$ cat src/rtl/clap_rhythm_detector_assert.svh
// Assertion macros shared by the clap rhythm detector RTL.
`ifndef CLAP_RHYTHM_DETECTOR_ASSERT_SVH
`define CLAP_RHYTHM_DETECTOR_ASSERT_SVH

// Same-cycle implication, checked outside reset.
`define CRD_ASSERT_IMPLY(label, clk, rst, ante, cons) \
   label: assert property (@(posedge clk) disable iff (rst) (ante) |-> (cons)) \
      else $error("crd: implication check failed");

// Next-cycle implication, checked outside reset.
`define CRD_ASSERT_NEXT(label, clk, rst, ante, cons) \
   label: assert property (@(posedge clk) disable iff (rst) (ante) |=> (cons)) \
      else $error("crd: next-cycle check failed");

`endif

$ cat src/rtl/crd_pkg.sv
// Package for the clap rhythm detector: types, register indexes and reset values.
package crd_pkg;

   localparam int SAMPLE_BITS_DEFAULT = 12;
   localparam int TICK_BITS_DEFAULT   = 16;

   localparam int CSR_INDEX_BITS = 3;
   localparam int CSR_DATA_BITS  = 16;

   typedef enum logic [CSR_INDEX_BITS-1:0] {
      REG_DETECT_THRESHOLD = 3'd0,
      REG_QUIET_LEVEL      = 3'd1,
      REG_ERROR_LIMIT      = 3'd2,
      REG_DROP_STEP        = 3'd3,
      REG_MIN_CLAP_GAP     = 3'd4,
      REG_MAX_CLAP_GAP     = 3'd5,
      REG_STALE_LIMIT      = 3'd6
   } csr_index_type;

   typedef enum logic [1:0] {
      PH_THRESHOLD = 2'd0,
      PH_PEAK      = 2'd1,
      PH_DECLINE   = 2'd2,
      PH_SILENCE   = 2'd3
   } phase_type;

   typedef struct packed {
      logic [11:0] detect_threshold;
      logic [11:0] quiet_level;
      logic [7:0]  error_limit;
      logic [7:0]  drop_step;
      logic [15:0] min_clap_gap;
      logic [15:0] max_clap_gap;
      logic [15:0] stale_limit;
   } cfg_type;

   localparam logic [11:0] DETECT_THRESHOLD_RESET = 12'd1000;
   localparam logic [11:0] QUIET_LEVEL_RESET      = 12'd500;
   localparam logic [7:0]  ERROR_LIMIT_RESET      = 8'd10;
   localparam logic [7:0]  DROP_STEP_RESET        = 8'd2;
   localparam logic [15:0] MIN_CLAP_GAP_RESET     = 16'd1000;
   localparam logic [15:0] MAX_CLAP_GAP_RESET     = 16'd8000;
   localparam logic [15:0] STALE_LIMIT_RESET      = 16'd20000;

endpackage

$ cat src/rtl/crd_if.sv
// Handshake channel interfaces of the clap rhythm detector.
interface crd_req_if #(
   parameter int SAMPLE_BITS = crd_pkg::SAMPLE_BITS_DEFAULT,
   parameter int TICK_BITS   = crd_pkg::TICK_BITS_DEFAULT
);
   logic                   valid;
   logic                   ready;
   logic [SAMPLE_BITS-1:0] sample;
   logic [TICK_BITS-1:0]   timestamp;

   modport source (output valid, output sample, output timestamp, input ready);
   modport sink   (input valid, input sample, input timestamp, output ready);
endinterface

interface crd_rsp_if;
   logic       valid;
   logic       ready;
   logic       clap_seen;
   logic       light_toggle;
   logic       light_is_on;
   logic [1:0] detector_phase;

   modport source (output valid, output clap_seen, output light_toggle,
                   output light_is_on, output detector_phase, input ready);
   modport sink   (input valid, input clap_seen, input light_toggle,
                   input light_is_on, input detector_phase, output ready);
endinterface

interface crd_csr_if;
   logic                               valid;
   logic                               ready;
   logic [crd_pkg::CSR_INDEX_BITS-1:0] index;
   logic [crd_pkg::CSR_DATA_BITS-1:0]  data;

   modport source (output valid, output index, output data, input ready);
   modport sink   (input valid, input index, input data, output ready);
endinterface

$ cat src/rtl/crd_csr.sv
// Configuration register file of the clap rhythm detector.
module crd_csr (
   input  logic              clock,
   input  logic              reset,
   crd_csr_if.sink           csr_chan,
   output crd_pkg::cfg_type  cfg
);
   import crd_pkg::*;

   cfg_type cfg_ff;
   cfg_type cfg_in;

   assign csr_chan.ready = 1'b1;
   assign cfg            = cfg_ff;

   always_comb begin
      cfg_in = cfg_ff;
      if (csr_chan.valid) begin
         case (csr_index_type'(csr_chan.index))
            REG_DETECT_THRESHOLD: cfg_in.detect_threshold = csr_chan.data[11:0];
            REG_QUIET_LEVEL:      cfg_in.quiet_level      = csr_chan.data[11:0];
            REG_ERROR_LIMIT:      cfg_in.error_limit      = csr_chan.data[7:0];
            REG_DROP_STEP:        cfg_in.drop_step        = csr_chan.data[7:0];
            REG_MIN_CLAP_GAP:     cfg_in.min_clap_gap     = csr_chan.data;
            REG_MAX_CLAP_GAP:     cfg_in.max_clap_gap     = csr_chan.data;
            REG_STALE_LIMIT:      cfg_in.stale_limit      = csr_chan.data;
            default:              cfg_in = cfg_ff;
         endcase
      end
   end

   always_ff @(posedge clock) begin
      if (reset) begin
         cfg_ff.detect_threshold <= DETECT_THRESHOLD_RESET;
         cfg_ff.quiet_level      <= QUIET_LEVEL_RESET;
         cfg_ff.error_limit      <= ERROR_LIMIT_RESET;
         cfg_ff.drop_step        <= DROP_STEP_RESET;
         cfg_ff.min_clap_gap     <= MIN_CLAP_GAP_RESET;
         cfg_ff.max_clap_gap     <= MAX_CLAP_GAP_RESET;
         cfg_ff.stale_limit      <= STALE_LIMIT_RESET;
      end else begin
         cfg_ff <= cfg_in;
      end
   end
endmodule

$ cat src/rtl/crd_detector.sv
// Four-phase clap detector with stale-tick clamp and interval capture.
module crd_detector #(
   parameter int SAMPLE_BITS = crd_pkg::SAMPLE_BITS_DEFAULT,
   parameter int TICK_BITS   = crd_pkg::TICK_BITS_DEFAULT
) (
   input  logic                  clock,
   input  logic                  reset,
   input  logic                  fire,
   input  logic [SAMPLE_BITS-1:0] sample,
   input  logic [TICK_BITS-1:0]  timestamp,
   input  crd_pkg::cfg_type      cfg,
   output logic                  clap,
   output crd_pkg::phase_type    phase_next,
   output logic [TICK_BITS-1:0]  clap_interval
);
   import crd_pkg::*;

   // threshold compares run at the wider of sample and register width
   localparam int CMP_BITS   = (SAMPLE_BITS > 12) ? SAMPLE_BITS : 12;
   localparam int SLOPE_BITS = ((SAMPLE_BITS > 8) ? SAMPLE_BITS : 8) + 1;

   phase_type              phase_ff, phase_in;
   logic [SAMPLE_BITS-1:0] prev_ff;
   logic [7:0]             errors_ff, errors_in;
   logic [TICK_BITS-1:0]   last_ff, last_in;
   logic [TICK_BITS-1:0]   interval_ff, interval_in;

   logic [TICK_BITS-1:0] stale_lim;
   logic [TICK_BITS-1:0] age;
   logic [TICK_BITS-1:0] last_eff;
   logic                 at_detect, falling, below_release, slope_err, sample_zero;
   logic [7:0]           errors_inc;
   logic                 err_at_limit;

   assign stale_lim = TICK_BITS'(cfg.stale_limit);
   assign age       = timestamp - last_ff;
   assign last_eff  = (age > stale_lim) ? (timestamp - stale_lim) : last_ff;

   assign at_detect     = CMP_BITS'(sample) >= CMP_BITS'(cfg.detect_threshold);
   assign below_release = CMP_BITS'(sample) <  CMP_BITS'(cfg.quiet_level);
   assign falling       = sample < prev_ff;
   assign slope_err     = (SLOPE_BITS'(sample) + SLOPE_BITS'(cfg.drop_step))
                          > SLOPE_BITS'(prev_ff);
   assign sample_zero   = (sample == '0);
   assign errors_inc    = errors_ff + 8'd1;
   assign err_at_limit  = errors_inc >= cfg.error_limit;

   // next phase
   always_comb begin
      phase_in = phase_ff;
      case (phase_ff)
         PH_THRESHOLD: begin
            if (at_detect) phase_in = PH_PEAK;
         end
         PH_PEAK: begin
            if (falling) phase_in = PH_DECLINE;
         end
         PH_DECLINE: begin
            if ((slope_err && err_at_limit) || below_release) phase_in = PH_SILENCE;
         end
         PH_SILENCE: begin
            if (sample_zero) phase_in = PH_THRESHOLD;
         end
         default: phase_in = PH_THRESHOLD;
      endcase
   end

   // phase-dependent outputs and datapath updates
   always_comb begin
      clap        = 1'b0;
      errors_in   = errors_ff;
      last_in     = last_eff;
      interval_in = interval_ff;
      case (phase_ff)
         PH_PEAK: begin
            if (falling) begin
               interval_in = timestamp - last_eff;
               last_in     = timestamp;
            end
         end
         PH_DECLINE: begin
            if (slope_err) errors_in = err_at_limit ? 8'd0 : errors_inc;
            clap = below_release;
         end
         default: begin
            clap = 1'b0;
         end
      endcase
   end

   assign phase_next    = phase_in;
   assign clap_interval = interval_ff;

   always_ff @(posedge clock) begin
      if (reset) begin
         phase_ff    <= PH_THRESHOLD;
         prev_ff     <= '0;
         errors_ff   <= '0;
         last_ff     <= '0;
         interval_ff <= '0;
      end else if (fire) begin
         phase_ff    <= phase_in;
         prev_ff     <= sample;
         errors_ff   <= errors_in;
         last_ff     <= last_in;
         interval_ff <= interval_in;
      end
   end
endmodule

$ cat src/rtl/crd_rhythm.sv
// Two-step rhythm check that toggles the light on a matching clap pair.
module crd_rhythm #(
   parameter int TICK_BITS = crd_pkg::TICK_BITS_DEFAULT
) (
   input  logic                 clock,
   input  logic                 reset,
   input  logic                 fire,
   input  logic                 clap,
   input  logic [TICK_BITS-1:0] clap_interval,
   input  crd_pkg::cfg_type     cfg,
   output logic                 toggle,
   output logic                 light_next
);
   import crd_pkg::*;

   localparam int WIDE_BITS = TICK_BITS + 2;

   logic                 step_ff, step_in;
   logic [TICK_BITS-1:0] first_ff, first_in;
   logic                 light_ff, light_in;

   logic                 gap_ok;
   logic [WIDE_BITS-1:0] first_x4, interval_x1, interval_x3;
   logic                 ratio_ok;

   assign gap_ok = (clap_interval > TICK_BITS'(cfg.min_clap_gap))
                && (clap_interval < TICK_BITS'(cfg.max_clap_gap));

   assign first_x4    = {first_ff, 2'b00};
   assign interval_x1 = WIDE_BITS'(clap_interval);
   assign interval_x3 = interval_x1 + WIDE_BITS'({clap_interval, 1'b0});
   // quarter < first/second < three quarters, done without division
   assign ratio_ok    = (first_x4 > interval_x1) && (first_x4 < interval_x3);

   always_comb begin
      step_in  = step_ff;
      first_in = first_ff;
      toggle   = 1'b0;
      if (clap) begin
         if (!step_ff) begin
            if (gap_ok) begin
               first_in = clap_interval;
               step_in  = 1'b1;
            end
         end else begin
            step_in = 1'b0;
            toggle  = gap_ok && ratio_ok;
         end
      end
      light_in = light_ff ^ toggle;
   end

   assign light_next = light_in;

   always_ff @(posedge clock) begin
      if (reset) begin
         step_ff  <= 1'b0;
         first_ff <= '0;
         light_ff <= 1'b1;
      end else if (fire) begin
         step_ff  <= step_in;
         first_ff <= first_in;
         light_ff <= light_in;
      end
   end
endmodule

$ cat src/rtl/clap_rhythm_detector.sv
// Clap rhythm detector top level: input register, detector, rhythm check, result register.
//
// req_chan carries one envelope sample and its tick timestamp per transaction;
// rsp_chan returns exactly one result per accepted sample: clap_seen,
// light_toggle, light_is_on and detector_phase after that sample.
// csr_chan writes the seven configuration registers by index; it is always
// ready and is meant to be written only while no sample is in flight.
// A sample accepted into the input register is evaluated through one
// level of compares and small adds; its result is captured in the result
// register and presented on rsp_chan.
// Throughput: one sample per cycle while rsp_chan does not stall, set by
// the state update of the detector and rhythm registers on each sample.
// When rsp_chan stalls the result register holds, the input register holds
// its sample, and req_chan.ready drops once both are full; nothing is lost.
// Reset (synchronous, active high) empties both registers, returns the
// detector to threshold wait with the light on, and loads the register
// defaults.
module clap_rhythm_detector #(
   parameter int SAMPLE_BITS = crd_pkg::SAMPLE_BITS_DEFAULT,
   parameter int TICK_BITS   = crd_pkg::TICK_BITS_DEFAULT
) (
   input logic        clock,
   input logic        reset,
   crd_req_if.sink    req_chan,
   crd_rsp_if.source  rsp_chan,
   crd_csr_if.sink    csr_chan
);
   import crd_pkg::*;
`include "clap_rhythm_detector_assert.svh"

   cfg_type cfg;

   logic                   in_valid_ff;
   logic [SAMPLE_BITS-1:0] in_sample_ff;
   logic [TICK_BITS-1:0]   in_ts_ff;

   logic       out_valid_ff;
   logic       out_clap_ff;
   logic       out_toggle_ff;
   logic       out_light_ff;
   phase_type  out_phase_ff;

   logic                 advance;
   logic                 fire;
   logic                 accept;
   logic                 clap;
   phase_type            phase_next;
   logic [TICK_BITS-1:0] clap_interval;
   logic                 toggle;
   logic                 light_next;

   assign advance        = !out_valid_ff || rsp_chan.ready;
   assign fire           = in_valid_ff && advance;
   assign req_chan.ready = !in_valid_ff || advance;
   assign accept         = req_chan.valid && req_chan.ready;

   crd_csr u_csr (
      .clock    (clock),
      .reset    (reset),
      .csr_chan (csr_chan),
      .cfg      (cfg)
   );

   crd_detector #(
      .SAMPLE_BITS (SAMPLE_BITS),
      .TICK_BITS   (TICK_BITS)
   ) u_detector (
      .clock         (clock),
      .reset         (reset),
      .fire          (fire),
      .sample        (in_sample_ff),
      .timestamp     (in_ts_ff),
      .cfg           (cfg),
      .clap          (clap),
      .phase_next    (phase_next),
      .clap_interval (clap_interval)
   );

   crd_rhythm #(
      .TICK_BITS (TICK_BITS)
   ) u_rhythm (
      .clock         (clock),
      .reset         (reset),
      .fire          (fire),
      .clap          (clap),
      .clap_interval (clap_interval),
      .cfg           (cfg),
      .toggle        (toggle),
      .light_next    (light_next)
   );

   // input register
   always_ff @(posedge clock) begin
      if (reset) begin
         in_valid_ff <= 1'b0;
      end else if (req_chan.ready) begin
         in_valid_ff <= req_chan.valid;
      end
   end

   always_ff @(posedge clock) begin
      if (accept) begin
         in_sample_ff <= req_chan.sample;
         in_ts_ff     <= req_chan.timestamp;
      end
   end

   // result register
   always_ff @(posedge clock) begin
      if (reset) begin
         out_valid_ff <= 1'b0;
      end else if (advance) begin
         out_valid_ff <= in_valid_ff;
      end
   end

   always_ff @(posedge clock) begin
      if (fire) begin
         out_clap_ff   <= clap;
         out_toggle_ff <= toggle;
         out_light_ff  <= light_next;
         out_phase_ff  <= phase_next;
      end
   end

   assign rsp_chan.valid          = out_valid_ff;
   assign rsp_chan.clap_seen      = out_clap_ff;
   assign rsp_chan.light_toggle   = out_toggle_ff;
   assign rsp_chan.light_is_on    = out_light_ff;
   assign rsp_chan.detector_phase = out_phase_ff;

   `CRD_ASSERT_IMPLY(a_toggle_needs_clap, clock, reset, out_valid_ff && out_toggle_ff, out_clap_ff)
   `CRD_ASSERT_IMPLY(a_clap_ends_silent, clock, reset, out_valid_ff && out_clap_ff, out_phase_ff == PH_SILENCE)
   `CRD_ASSERT_NEXT(a_fire_gives_result, clock, reset, fire, out_valid_ff)
   `CRD_ASSERT_NEXT(a_stalled_input_holds, clock, reset, in_valid_ff && !advance, in_valid_ff && $stable(in_sample_ff) && $stable(in_ts_ff))

endmodule
$ cat src/flat_wrapper.sv
// flat-port wrapper written by rule: the top's interface ports become plain ports
module clap_rhythm_detector_flat import crd_pkg::*;
#(
   parameter int SAMPLE_BITS = crd_pkg::SAMPLE_BITS_DEFAULT,
   parameter int TICK_BITS   = crd_pkg::TICK_BITS_DEFAULT
)
  (clock, reset, req_chan_valid, req_chan_sample, req_chan_timestamp, req_chan_ready, rsp_chan_valid, rsp_chan_clap_seen, rsp_chan_light_toggle, rsp_chan_light_is_on, rsp_chan_detector_phase, rsp_chan_ready, csr_chan_valid, csr_chan_index, csr_chan_data, csr_chan_ready);
  crd_req_if #(.SAMPLE_BITS(SAMPLE_BITS), .TICK_BITS(TICK_BITS)) req_chan_i ();
  crd_rsp_if rsp_chan_i ();
  crd_csr_if csr_chan_i ();
  input logic clock;
  input logic reset;
  input wire logic [$bits(req_chan_i.valid)-1:0] req_chan_valid;
  input wire logic [$bits(req_chan_i.sample)-1:0] req_chan_sample;
  input wire logic [$bits(req_chan_i.timestamp)-1:0] req_chan_timestamp;
  output wire logic [$bits(req_chan_i.ready)-1:0] req_chan_ready;
  output wire logic [$bits(rsp_chan_i.valid)-1:0] rsp_chan_valid;
  output wire logic [$bits(rsp_chan_i.clap_seen)-1:0] rsp_chan_clap_seen;
  output wire logic [$bits(rsp_chan_i.light_toggle)-1:0] rsp_chan_light_toggle;
  output wire logic [$bits(rsp_chan_i.light_is_on)-1:0] rsp_chan_light_is_on;
  output wire logic [$bits(rsp_chan_i.detector_phase)-1:0] rsp_chan_detector_phase;
  input wire logic [$bits(rsp_chan_i.ready)-1:0] rsp_chan_ready;
  input wire logic [$bits(csr_chan_i.valid)-1:0] csr_chan_valid;
  input wire logic [$bits(csr_chan_i.index)-1:0] csr_chan_index;
  input wire logic [$bits(csr_chan_i.data)-1:0] csr_chan_data;
  output wire logic [$bits(csr_chan_i.ready)-1:0] csr_chan_ready;
  assign req_chan_i.valid = req_chan_valid;
  assign req_chan_i.sample = req_chan_sample;
  assign req_chan_i.timestamp = req_chan_timestamp;
  assign req_chan_ready = req_chan_i.ready;
  assign rsp_chan_valid = rsp_chan_i.valid;
  assign rsp_chan_clap_seen = rsp_chan_i.clap_seen;
  assign rsp_chan_light_toggle = rsp_chan_i.light_toggle;
  assign rsp_chan_light_is_on = rsp_chan_i.light_is_on;
  assign rsp_chan_detector_phase = rsp_chan_i.detector_phase;
  assign rsp_chan_i.ready = rsp_chan_ready;
  assign csr_chan_i.valid = csr_chan_valid;
  assign csr_chan_i.index = csr_chan_index;
  assign csr_chan_i.data = csr_chan_data;
  assign csr_chan_ready = csr_chan_i.ready;
  clap_rhythm_detector #(.SAMPLE_BITS(SAMPLE_BITS), .TICK_BITS(TICK_BITS)) u_core (.clock(clock), .reset(reset), .req_chan(req_chan_i), .rsp_chan(rsp_chan_i), .csr_chan(csr_chan_i));
endmodule
$ cat config.mk
export PLATFORM = sky130hd
export DESIGN_NAME = clap_rhythm_detector_flat
export DESIGN_NICKNAME = d
export VERILOG_FILES = /design/src/rtl/crd_pkg.sv /design/src/rtl/crd_if.sv /design/src/rtl/crd_csr.sv /design/src/rtl/crd_detector.sv /design/src/rtl/crd_rhythm.sv /design/src/rtl/clap_rhythm_detector.sv /design/src/flat_wrapper.sv
export VERILOG_INCLUDE_DIRS = /design/src /design/src/rtl
export SDC_FILE = /design/constraint.sdc
export NUM_CORES = 1
export LEC_CHECK = 0
export ABC_AREA = 1
export BUFFER_PORTS_ARGS = -buffer_cell sky130_fd_sc_hd__buf_2
export CAP_MARGIN = 5
export CORE_AREA = 2 2 163 165
export CTS_BUF_LIST = sky130_fd_sc_hd__clkbuf_4 sky130_fd_sc_hd__clkbuf_8
export DETAILED_ROUTE_END_ITERATION = 8
export DIE_AREA = 0 0 165 167
export GPL_TIMING_DRIVEN = 1
export PLACE_DENSITY = 0.71
export SYNTH_ARGS = -nofsm -noshare
export SYNTH_HDL_FRONTEND = slang
export SYNTH_SLANG_ARGS = --single-unit
$ cat constraint.sdc
create_clock -name clock -period 4.9 [get_ports clock]
set_input_delay 0 -clock clock [delete_from_list [all_inputs] [get_ports clock]]
set_output_delay 0 -clock clock [all_outputs]
set_load 0.005 [all_outputs]
==> reports/metrics.cfg, run 1 <==
[outcome]
outcome=finished, final reports clean

[setup_path]
critical_path.reg2reg.endpoint=u_core.u_detector.clap_interval[14]
timing.critical_path.slowest_cell_delay_ps=460
worst-setup-path-type=flip-flop to flip-flop
slowest_stage=edfxtp_1
ff2ff_path_depth=34
critical_path.endpoint_type=flip-flop
cp.required_ps=5280
cp_max_fo=7
critical_path_arrival_ps=5150
cp_num_buf_inv=2
crit-reg2reg-launch=u_core.in_ts_ff[2]
critical-path-top-delay-family=simple AND/OR/NAND/NOR gates
rrSetupSlack_ps=130
count_of_cell_instances_traversed_by_the_critical_path=34
crit_path_frequent_cell=nand2_1
crit_path_start_kind=flip-flop

[synth]
synth_xor_xnor_area_share=0.0320
synth_compound_gate_area_share=0.171
synth-seq-area-share=0.303
async_flop_share=0
synth_fp_nets=2183
synth.yosys.warnings=0
average_footprint_of_a_synthesized_cell_um2=7.23
number_of_distinct_library_cells_after_synthesis=53
synth.ff_latch_count=195
synth_area_um2=14000
dominant_combinational_cell_family_by_area_after_synthesis=simple AND/OR/NAND/NOR gates
post_synth_fa_ha_maj_area_fraction=0.179
synth_edf_count=33
synth-simple-area-share=0.224
postSynthCellCount=1934
postSynth.topFlopCell=dfxtp_1
synth_mux_area_frac=0

[clock_network]
cts_buffer_depth=2
tritoncts=built
cts.htree.levels=4
insertion_delay_ps=490
clkSinkCount=195
cts_made_buffers=17
cts_root_buffer=clkbuf_8
worst_setup_hold_path_clk_slew_ps=130

[worst_hold_path]
min-delay-path-class=input pin to flip-flop
min_from=csr_chan_index[2]
hold-path-endpoint=u_core.u_csr.cfg[59]
hold_path_depth=5

[global_route]
grt_pass1_vias=12300
global_route_wire_length_before_repair_mm=61.3
grt_use_total=0.279
antenna_found_initial=0
globalRoute.totalOverflow=0
grt_max_degree=65

[place]
gp_routability_congestion=0.955
dp_cells=2306
place.port_buffers=58
dpl.hpwl_mm=28.6

[pwr]
power_density_nw_per_um2=304
post-layout-total-power_w=0.00478
cellLeakagePower_nw=7.54
power.ir.vdd_worst_v=0.000166

[routing]
route.detailed.vias_per_inst=5.48
detail-route-antenna-nets=0
wl_per_cell_um=16.0
num_vias=13100
post-route-drc-count=0
detailedRoute.firstPassIterationCount=5
drt_wl_total_mm=38.3
detail_route.iter0.violations=993

[sta]
slew_headroom=0.167
fin_tns_setup_ps=0
fin_worst_skew_ps=22.6
share_of_the_clock_period_used_by_the_worst_path=0.974
rsz0062_at_grt=true
slew_viol_final=0
maxClockFrequency_mhz=210
timing.final.setup_violations=0
timing_worst_slew_pin_value_ps=1240
timing.hold.ws_ps=42.2
period_minus_slack_ps=4770
hold_viol=0

[die]
floorplan.die_area_um2=27600
initial_utilization=0.543
fp-row-count=59
design.core.area_um2=25800
die_width_um=165
io-pin-count=60
height_of_the_die_um=167

[final_layout]
nNetsFinal=2295
layout-drive-gt1-share=0.102
fill_cells=2357
antenna-diode-count=0
non_filler_instance_count_after_layout=2394
area.growth.synth_to_final_pct=12.7

[job]
max_cap_viol_count=0

## Yosys cell counts (5+ instances only)
master | number | area [µm²]
nand4_1 | 20 | 125
ha_1 | 192 | 2400
nor2_1 | 164 | 616
a21oi_1 | 204 | 1020
nor3_1 | 14 | 70.1
o211ai_1 | 38 | 285
clkbuf_1 | 36 | 135
edfxtp_1 | 33 | 991
nand2_4 | 6 | 67.6
a22oi_1 | 13 | 97.6
o21ai_0 | 137 | 686
inv_1 | 276 | 1040
inv_2 | 6 | 22.5
o21bai_1 | 5 | 37.5
nand3b_1 | 5 | 37.5
fa_1 | 5 | 100
nand3_1 | 109 | 546
nand2_1 | 374 | 1400
nand2_2 | 20 | 125
xor2_1 | 40 | 350
dfxtp_1 | 162 | 3240
xnor2_1 | 11 | 96.3
## worst min-delay path, delay by kind of cell
family	cells	cell delay (ps)
AO/OA/AOI/OAI	1	160
buffers and inverters	2	190
AND/OR/NAND/NOR	2	160
## how the worst max path moves through the flow
stage | startpoint | end | slack (ps)
global route | u_core.u_detector.last_ff[1] | u_core.u_detector.clap_interval[14] | -150
floorplan | u_core.in_ts_ff[0] | u_core.u_detector.clap_interval[15] | 170
global placement | u_core.in_ts_ff[0] | u_core.u_detector.clap_interval[14] | 60
finish | u_core.in_ts_ff[2] | u_core.u_detector.clap_interval[14] | 130
CTS | u_core.in_ts_ff[0] | u_core.u_detector.clap_interval[8] | 40
detailed placement | u_core.in_ts_ff[0] | u_core.u_detector.clap_interval[12] | -60
## metal layers
| layer | routed length [µm] | vias up | track usage |
|---|---|---|---|
| met1 | 17700 | 6047 | 0.383 |
| met2 | 17600 | 329 | 0.456 |
| met4 | 988 | 0 | 0.0892 |
| met5 | 0 | - | 0 |
| met3 | 2050 | 67 | 0.0299 |
| li1 | - | 6670 | - |
## layout make-up
type / instances / area [µm²] / area share
multi-input cells: 1409 / 8600 / 0.546
clock buffers: 18 / 241 / 0.0153
well taps: 335 / 419 / 0.0266
flip-flops and latches: 195 / 4240 / 0.269
repair buffers: 140 / 1030 / 0.0653
inverters: 283 / 1060 / 0.0674
clock inverters: 14 / 163 / 0.0103
## cells in the final DEF, fill, tap and decap left out, types with 4 or more instances in the layout
cell,count
o21ai_0,126
o21a_1,4
nor2_1,163
clkbuf_8,17
nand2_1,368
o21ai_2,6
o211ai_1,38
o21bai_1,5
edfxtp_1,33
nand2_4,6
xnor2_1,11
nand4_1,20
ha_1,186
buf_4,33
a21oi_1,198
buf_2,58
dlygate4sd3_1,49
nand2_2,26
a22oi_1,13
a21oi_2,8
xor2_1,40
nand3_1,105
dfxtp_1,159
ha_2,4
o21ai_1,9
nand3_2,6
nand3b_1,5
nor3_1,14
inv_1,272
inv_2,10
nor2_2,5
clkinv_8,5
## registers in the layout, indices dropped and copies added, names as in the netlist, 2 cells and up
name,cells
u_core.u_detector.clap_interval,16
u_core.u_detector.errors_ff,8
u_core.u_detector.last_ff,16
u_core.u_detector.prev_ff,12
u_core.rsp_chan.detector_phase,2
u_core.in_sample_ff,12
u_core.u_detector.phase_ff,2
u_core.in_ts_ff,16
u_core.u_rhythm.first_ff,16
u_core.u_csr.cfg,88
## power by group
part | internal (W) | leakage [nW] | switching (W)
Sequential | 0.00170 | 1.64 | 0.0000659
Clock | 0.000392 | 0.201 | 0.000686
Combinational | 0.000730 | 5.70 | 0.00120
Total | 0.00283 | 7.54 | 0.00196
## logic make-up (layout without fill, tap and decap cells)
logic type,count (synthesis),count (layout)
AOI/OAI and AO/OA,431,431
xor gates and xnor gates,51,51
adders and majority gates,197,197
buffers and inverters,330,455
DFF,195,195
other,1,1
and+or+nand+nor,729,729
## stage by stage
stage	util	setup slack [ps]	area [µm²]
after CTS	0.604	39.0	15600
after floorplan	-	170	14000
final	0.611	128	15800
after global routing	0.611	-150	15800
after global placement	0.569	58.1	14700
after detailed placement	0.569	-57.9	14700
## timing repair
action,CTS,global route
endpoints found under the hold margin,115,0
pin swaps,1,32
setup buffers,0,7
hold buffers,49,0
setup endpoints to repair,5,14
gates resized for setup,3,48
No activity file was read; power rests on OpenSTA's default activity.
==> inputs of run 2 (changes only) <==
- BUFFER_PORTS_ARGS: -buffer_cell sky130_fd_sc_hd__buf_2 -> -buffer_cell sky130_fd_sc_hd__buf_4
- CORE_AREA: 2 2 163 165 -> 2 2 188 144
- DIE_AREA: 0 0 165 167 -> 0 0 190 146
- PLACE_DENSITY: 0.71 -> 0.68
- clock period: 4.9 -> 6.05 ns (I/O delays scaled with it)
==> reports/metrics.cfg, run 2 (synthesized netlist as in run 1, its figures left out) <==
[final_layout]
multi_input_logic_area_um2=8480
most_common_library_cell_in_the_layout_ignoring_fill_and_taps=nand2_1
final_core_utilization=0.608
fill_cells=2384
nNetsFinal=2275
layout.area.seq_um2=4230
final_cell_mix=nand2_1 (374), inv_1 (275), a21oi_1 (203)
largest_reg_flops=88
area.growth.synth_to_final_pct=11.9
layout-drive-gt1-share=0.0731
antenna-diode-count=0

[global_route]
grt_use_total=0.283
globalRoute.totalOverflow=0
grt_pass1_vias=11900
grt_max_degree=98
global_route_wire_length_before_repair_mm=61.6
antenna_found_initial=0

[clock_network]
cts_root_buffer=clkbuf_8
cts_made_buffers=17
cts.htree.levels=4
tritoncts=built
clkSinkCount=195
cts_buffer_depth=2
insertion_delay_ps=510
worst_setup_hold_path_clk_slew_ps=110

[routing]
num_vias=13000
drt_wl_total_mm=39.0
detail-route-antenna-nets=0
detail_route.iter0.violations=932
post-route-drc-count=0
detailedRoute.firstPassIterationCount=5
wl_per_cell_um=16.4
route.detailed.vias_per_inst=5.44

[die]
floorplan.die_area_um2=27700
initial_utilization=0.544
design.core.area_um2=25700
fp-row-count=51
height_of_the_die_um=146
die_width_um=190
io-pin-count=60

[setup_path]
critical_path_arrival_ps=5890
slowest_stage=fa_1
cp.required_ps=6490
worst-setup-path-type=flip-flop to flip-flop
crit_path_start_kind=flip-flop
crit_path_frequent_cell=nand2_1
timing.critical_path.slowest_cell_delay_ps=410
cp_max_fo=20
critical_path.endpoint_type=flip-flop

[sta]
hold_viol=0
share_of_the_clock_period_used_by_the_worst_path=0.901
slew_headroom=0.231
timing.final.setup_violations=0
fin_worst_skew_ps=14.2
timing_worst_slew_pin_value_ps=1150
rsz0062_at_grt=false
maxClockFrequency_mhz=183
fin_tns_setup_ps=0
period_minus_slack_ps=5450
timing.hold.ws_ps=42.9
slew_viol_final=0

[job]
max_cap_viol_count=0

[place]
place.port_buffers=58
gp_routability_congestion=0.930
dpl.hpwl_mm=29.3

[pwr]
power.ir.vdd_worst_v=0.000163
power_density_nw_per_um2=244
cellLeakagePower_nw=7.48

[outcome]
outcome=finished, final reports clean

[worst_hold_path]
min-delay-path-class=input pin to flip-flop

[run 2: cell count changes in the layout (fill, tap and decap cells not counted), sizes merged]
cell and delta:
dlygate4sd3 +3, clkinvlp +4, clkinv -3, buf -23, bufinv +2, inv -3
[run 2: power by group]
group | internal [W] | total [W] | leakage (nW) | switching (W)
clock | 0.000377 | 0.000897 | 0.185 | 0.000520
sequential | 0.00138 | 0.00143 | 1.64 | 0.0000557
combinational | 0.000521 | 0.00148 | 5.65 | 0.000958
total | 0.00228 | 0.00381 | 7.48 | 0.00153
[run 2: path summary, 6_finish.rpt]
| check | startpoint | end | slack, ps | cells past startpoint |
|---|---|---|---|---|
| setup / recovery | u_core.in_ts_ff[0] | u_core.u_detector.clap_interval[15] | 600 | 34 |
| hold / removal | csr_chan_index[1] | u_core.u_csr.cfg[57] | 40 | 7 |
| setup reg to reg | u_core.in_ts_ff[0] | u_core.u_detector.clap_interval[15] | 600 | 34 |
| hold reg to reg | u_core.u_csr.cfg[29] | u_core.u_csr.cfg[29] | 470 | 2 |
[run 2: metrics by stage]
step	total power [W]	cells	worst slack [ps]	area [µm²]
final	0.00381	2383	599	15600
after global routing	0.00408	2383	22.5	15600
after CTS	0.00379	2381	402	15600
after detailed placement	0.00287	2297	438	14700
after global placement	0.00284	2297	592	14700
after floorplan	0.00254	1934	1320	14000
[run 2: worst max-delay path: cells and delay by family (launching register included)]
family / cells / cell delay (ps)
xor+xnor: 1 / 170
flops: 1 / 380
fa+ha+maj: 4 / 1230
compound gates: 9 / 1640
simple gates: 16 / 1620
buf+inv: 4 / 350
[run 2: final cells by class]
class                      count  share of cell area
clock buffer                  18              0.0154
clock inverter                14              0.0100
inverter                     283              0.0679
multi-input combinational   1409               0.542
sequential                   195               0.271
tap                          344              0.0275
timing repair buffer         120              0.0659
[run 2: repair_timing]
action	CTS	global route
hold buffers	52	0
buffers inserted	0	2
resized for setup	0	5
hold endpoints to repair	141	0
endpoints found under the setup margin	0	12
[run 2: layer usage]
metal / track usage / share of wire / wire length, µm
met1: 0.421 / 0.50 / 19500
met2: 0.415 / 0.41 / 16000
met3: 0.0502 / 0.070 / 2710
met4: 0.0818 / 0.021 / 825
met5: 0 / 0 / 0
==> inputs of run 3 (changes only) <==
- clock period: 6.05 -> 6.7 ns (I/O delays scaled with it)
==> reports/metrics.cfg, run 3 (synthesized netlist as in run 1, its figures left out) <==
[outcome]
outcome=finished, final reports clean

[job]
max_cap_viol_count=0

[clock_network]
insertion_delay_ps=500
tritoncts=built
clkSinkCount=195
cts.htree.levels=4
cts_root_buffer=clkbuf_8
count_of_instances_resized_after_the_clock_tree_is_built=0
cts_buffer_depth=2
cts_made_buffers=17
worst_setup_hold_path_clk_slew_ps=110

[place]
dp_cells=2295
gp_routability_congestion=0.920
preCtsSetupSlack_ps=998
place.port_buffers=58
dpl.hpwl_mm=29.2

[routing]
wl_per_cell_um=16.5
num_vias=13100
detail_route.iter0.violations=1031
drt_wl_total_mm=39.2
detail-route-antenna-nets=0
detailedRoute.firstPassIterationCount=6
post-route-drc-count=0
route.detailed.vias_per_inst=5.50

[final_layout]
final_cell_mix=nand2_1 (374), inv_1 (275), a21oi_1 (204)
nNetsFinal=2271
non_filler_instance_count_after_layout=2379
layout-drive-gt1-share=0.0698
most_common_library_cell_in_the_layout_ignoring_fill_and_taps=nand2_1
largest_reg_flops=88
antenna-diode-count=0
area.growth.synth_to_final_pct=11.3

[sta]
share_of_the_clock_period_used_by_the_worst_path=0.877
timing_worst_slew_pin_value_ps=1130
slew_viol_final=0
hold_viol=0
slew_headroom=0.247
maxClockFrequency_mhz=170
timing.final.setup_violations=0
finalWorstSetupSlack_ps=824
timing.hold.ws_ps=64.8
fin_worst_skew_ps=19.5
fin_tns_setup_ps=0
rsz0062_at_grt=false
period_minus_slack_ps=5880

[setup_path]
cp_max_fo=20
slowest_stage=edfxtp_1
cp.required_ps=7150
crit_path_start_kind=flip-flop
timing.critical_path.slowest_cell_delay_ps=470
crit_path_frequent_cell=nand2_1
critical_path_arrival_ps=6320
critical_path.endpoint_type=flip-flop
worst-setup-path-type=flip-flop to flip-flop

[die]
height_of_the_die_um=146
fp-row-count=51
die_width_um=190
io-pin-count=60
initial_utilization=0.544
design.core.area_um2=25700
floorplan.die_area_um2=27700

[global_route]
global_route_wire_length_before_repair_mm=61.5
globalRoute.totalOverflow=0
grt_use_total=0.282
antenna_found_initial=0
grt_max_degree=118
grt_pass1_vias=11800

[pwr]
power.ir.vdd_worst_v=0.000167
power_density_nw_per_um2=217
cellLeakagePower_nw=7.44

[worst_hold_path]
min-delay-path-class=input pin to flip-flop

==> run 3: cell count changes in the layout (fill, tap and decap cells not counted), sizes merged <==
cell | before | now
bufinv | 2 | 1
clkbuf | 18 | 17
clkinv | 5 | 8
clkinvlp | 5 | 4
buf | 68 | 64
==> run 3: metal layers <==
| layer | part of all wire | track usage | wire, µm |
|---|---|---|---|
| met5 | 0 | 0 | 0 |
| met2 | 0.41 | 0.417 | 16100 |
| met3 | 0.072 | 0.0405 | 2810 |
| met4 | 0.014 | 0.0609 | 541 |
| met1 | 0.50 | 0.431 | 19700 |
==> run 3: power by group <==
part           switching (W)  total [W]  internal [W]
combinational       0.000861    0.00132      0.000464
sequential         0.0000507    0.00130       0.00124
clock               0.000467   0.000764      0.000297
==> run 3: worst paths after layout <==
path,endpoint,slack [ps],depth (start not counted),startpoint
max,u_core.u_detector.clap_interval[11],820,32,u_core.in_ts_ff[2]
min,u_core.u_csr.cfg[57],60,6,csr_chan_index[1]
max reg2reg,u_core.u_detector.clap_interval[11],820,32,u_core.in_ts_ff[2]
min reg2reg,u_core.u_csr.cfg[29],470,2,u_core.u_csr.cfg[29]
==> run 3: critical path, delay by kind of cell (launching register included) <==
kind / cells / cell delay [ps]
flip-flops: 1 / 470
XOR/XNOR: 1 / 150
AND/OR/NAND/NOR: 16 / 2080
adder cells (fa/ha/maj): 3 / 1040
AO/OA/AOI/OAI: 9 / 1780
buffers and inverters: 3 / 300
==> run 3: timing repair <==
item	in CTS	in global routing
setup endpoints to repair	0	0
buffers inserted	0	0
hold buffers	52	0
endpoints found under the hold margin	141	0
==> run 3: final cells by class <==
cell class,instances,area [µm²]
Timing Repair Buffer,116,1000
Sequential cell,195,4230
Multi-Input combinational cell,1409,8460
Clock inverter,15,134
Tap cell,344,430
Inverter,283,1060
Clock buffer,17,234
Fill cell,2425,10200
==> run 3: per-stage QoR <==
stage / cell area [µm²] / util / power (W)
2_1_floorplan: 14000 / - / 0.00229
3_3_place_gp: 14700 / 0.571 / 0.00257
3_5_place_dp: 14700 / 0.571 / 0.00259
4_1_cts: 15600 / 0.605 / 0.00337
5_1_grt: 15600 / 0.605 / 0.00361
6_report: 15600 / 0.605 / 0.00338
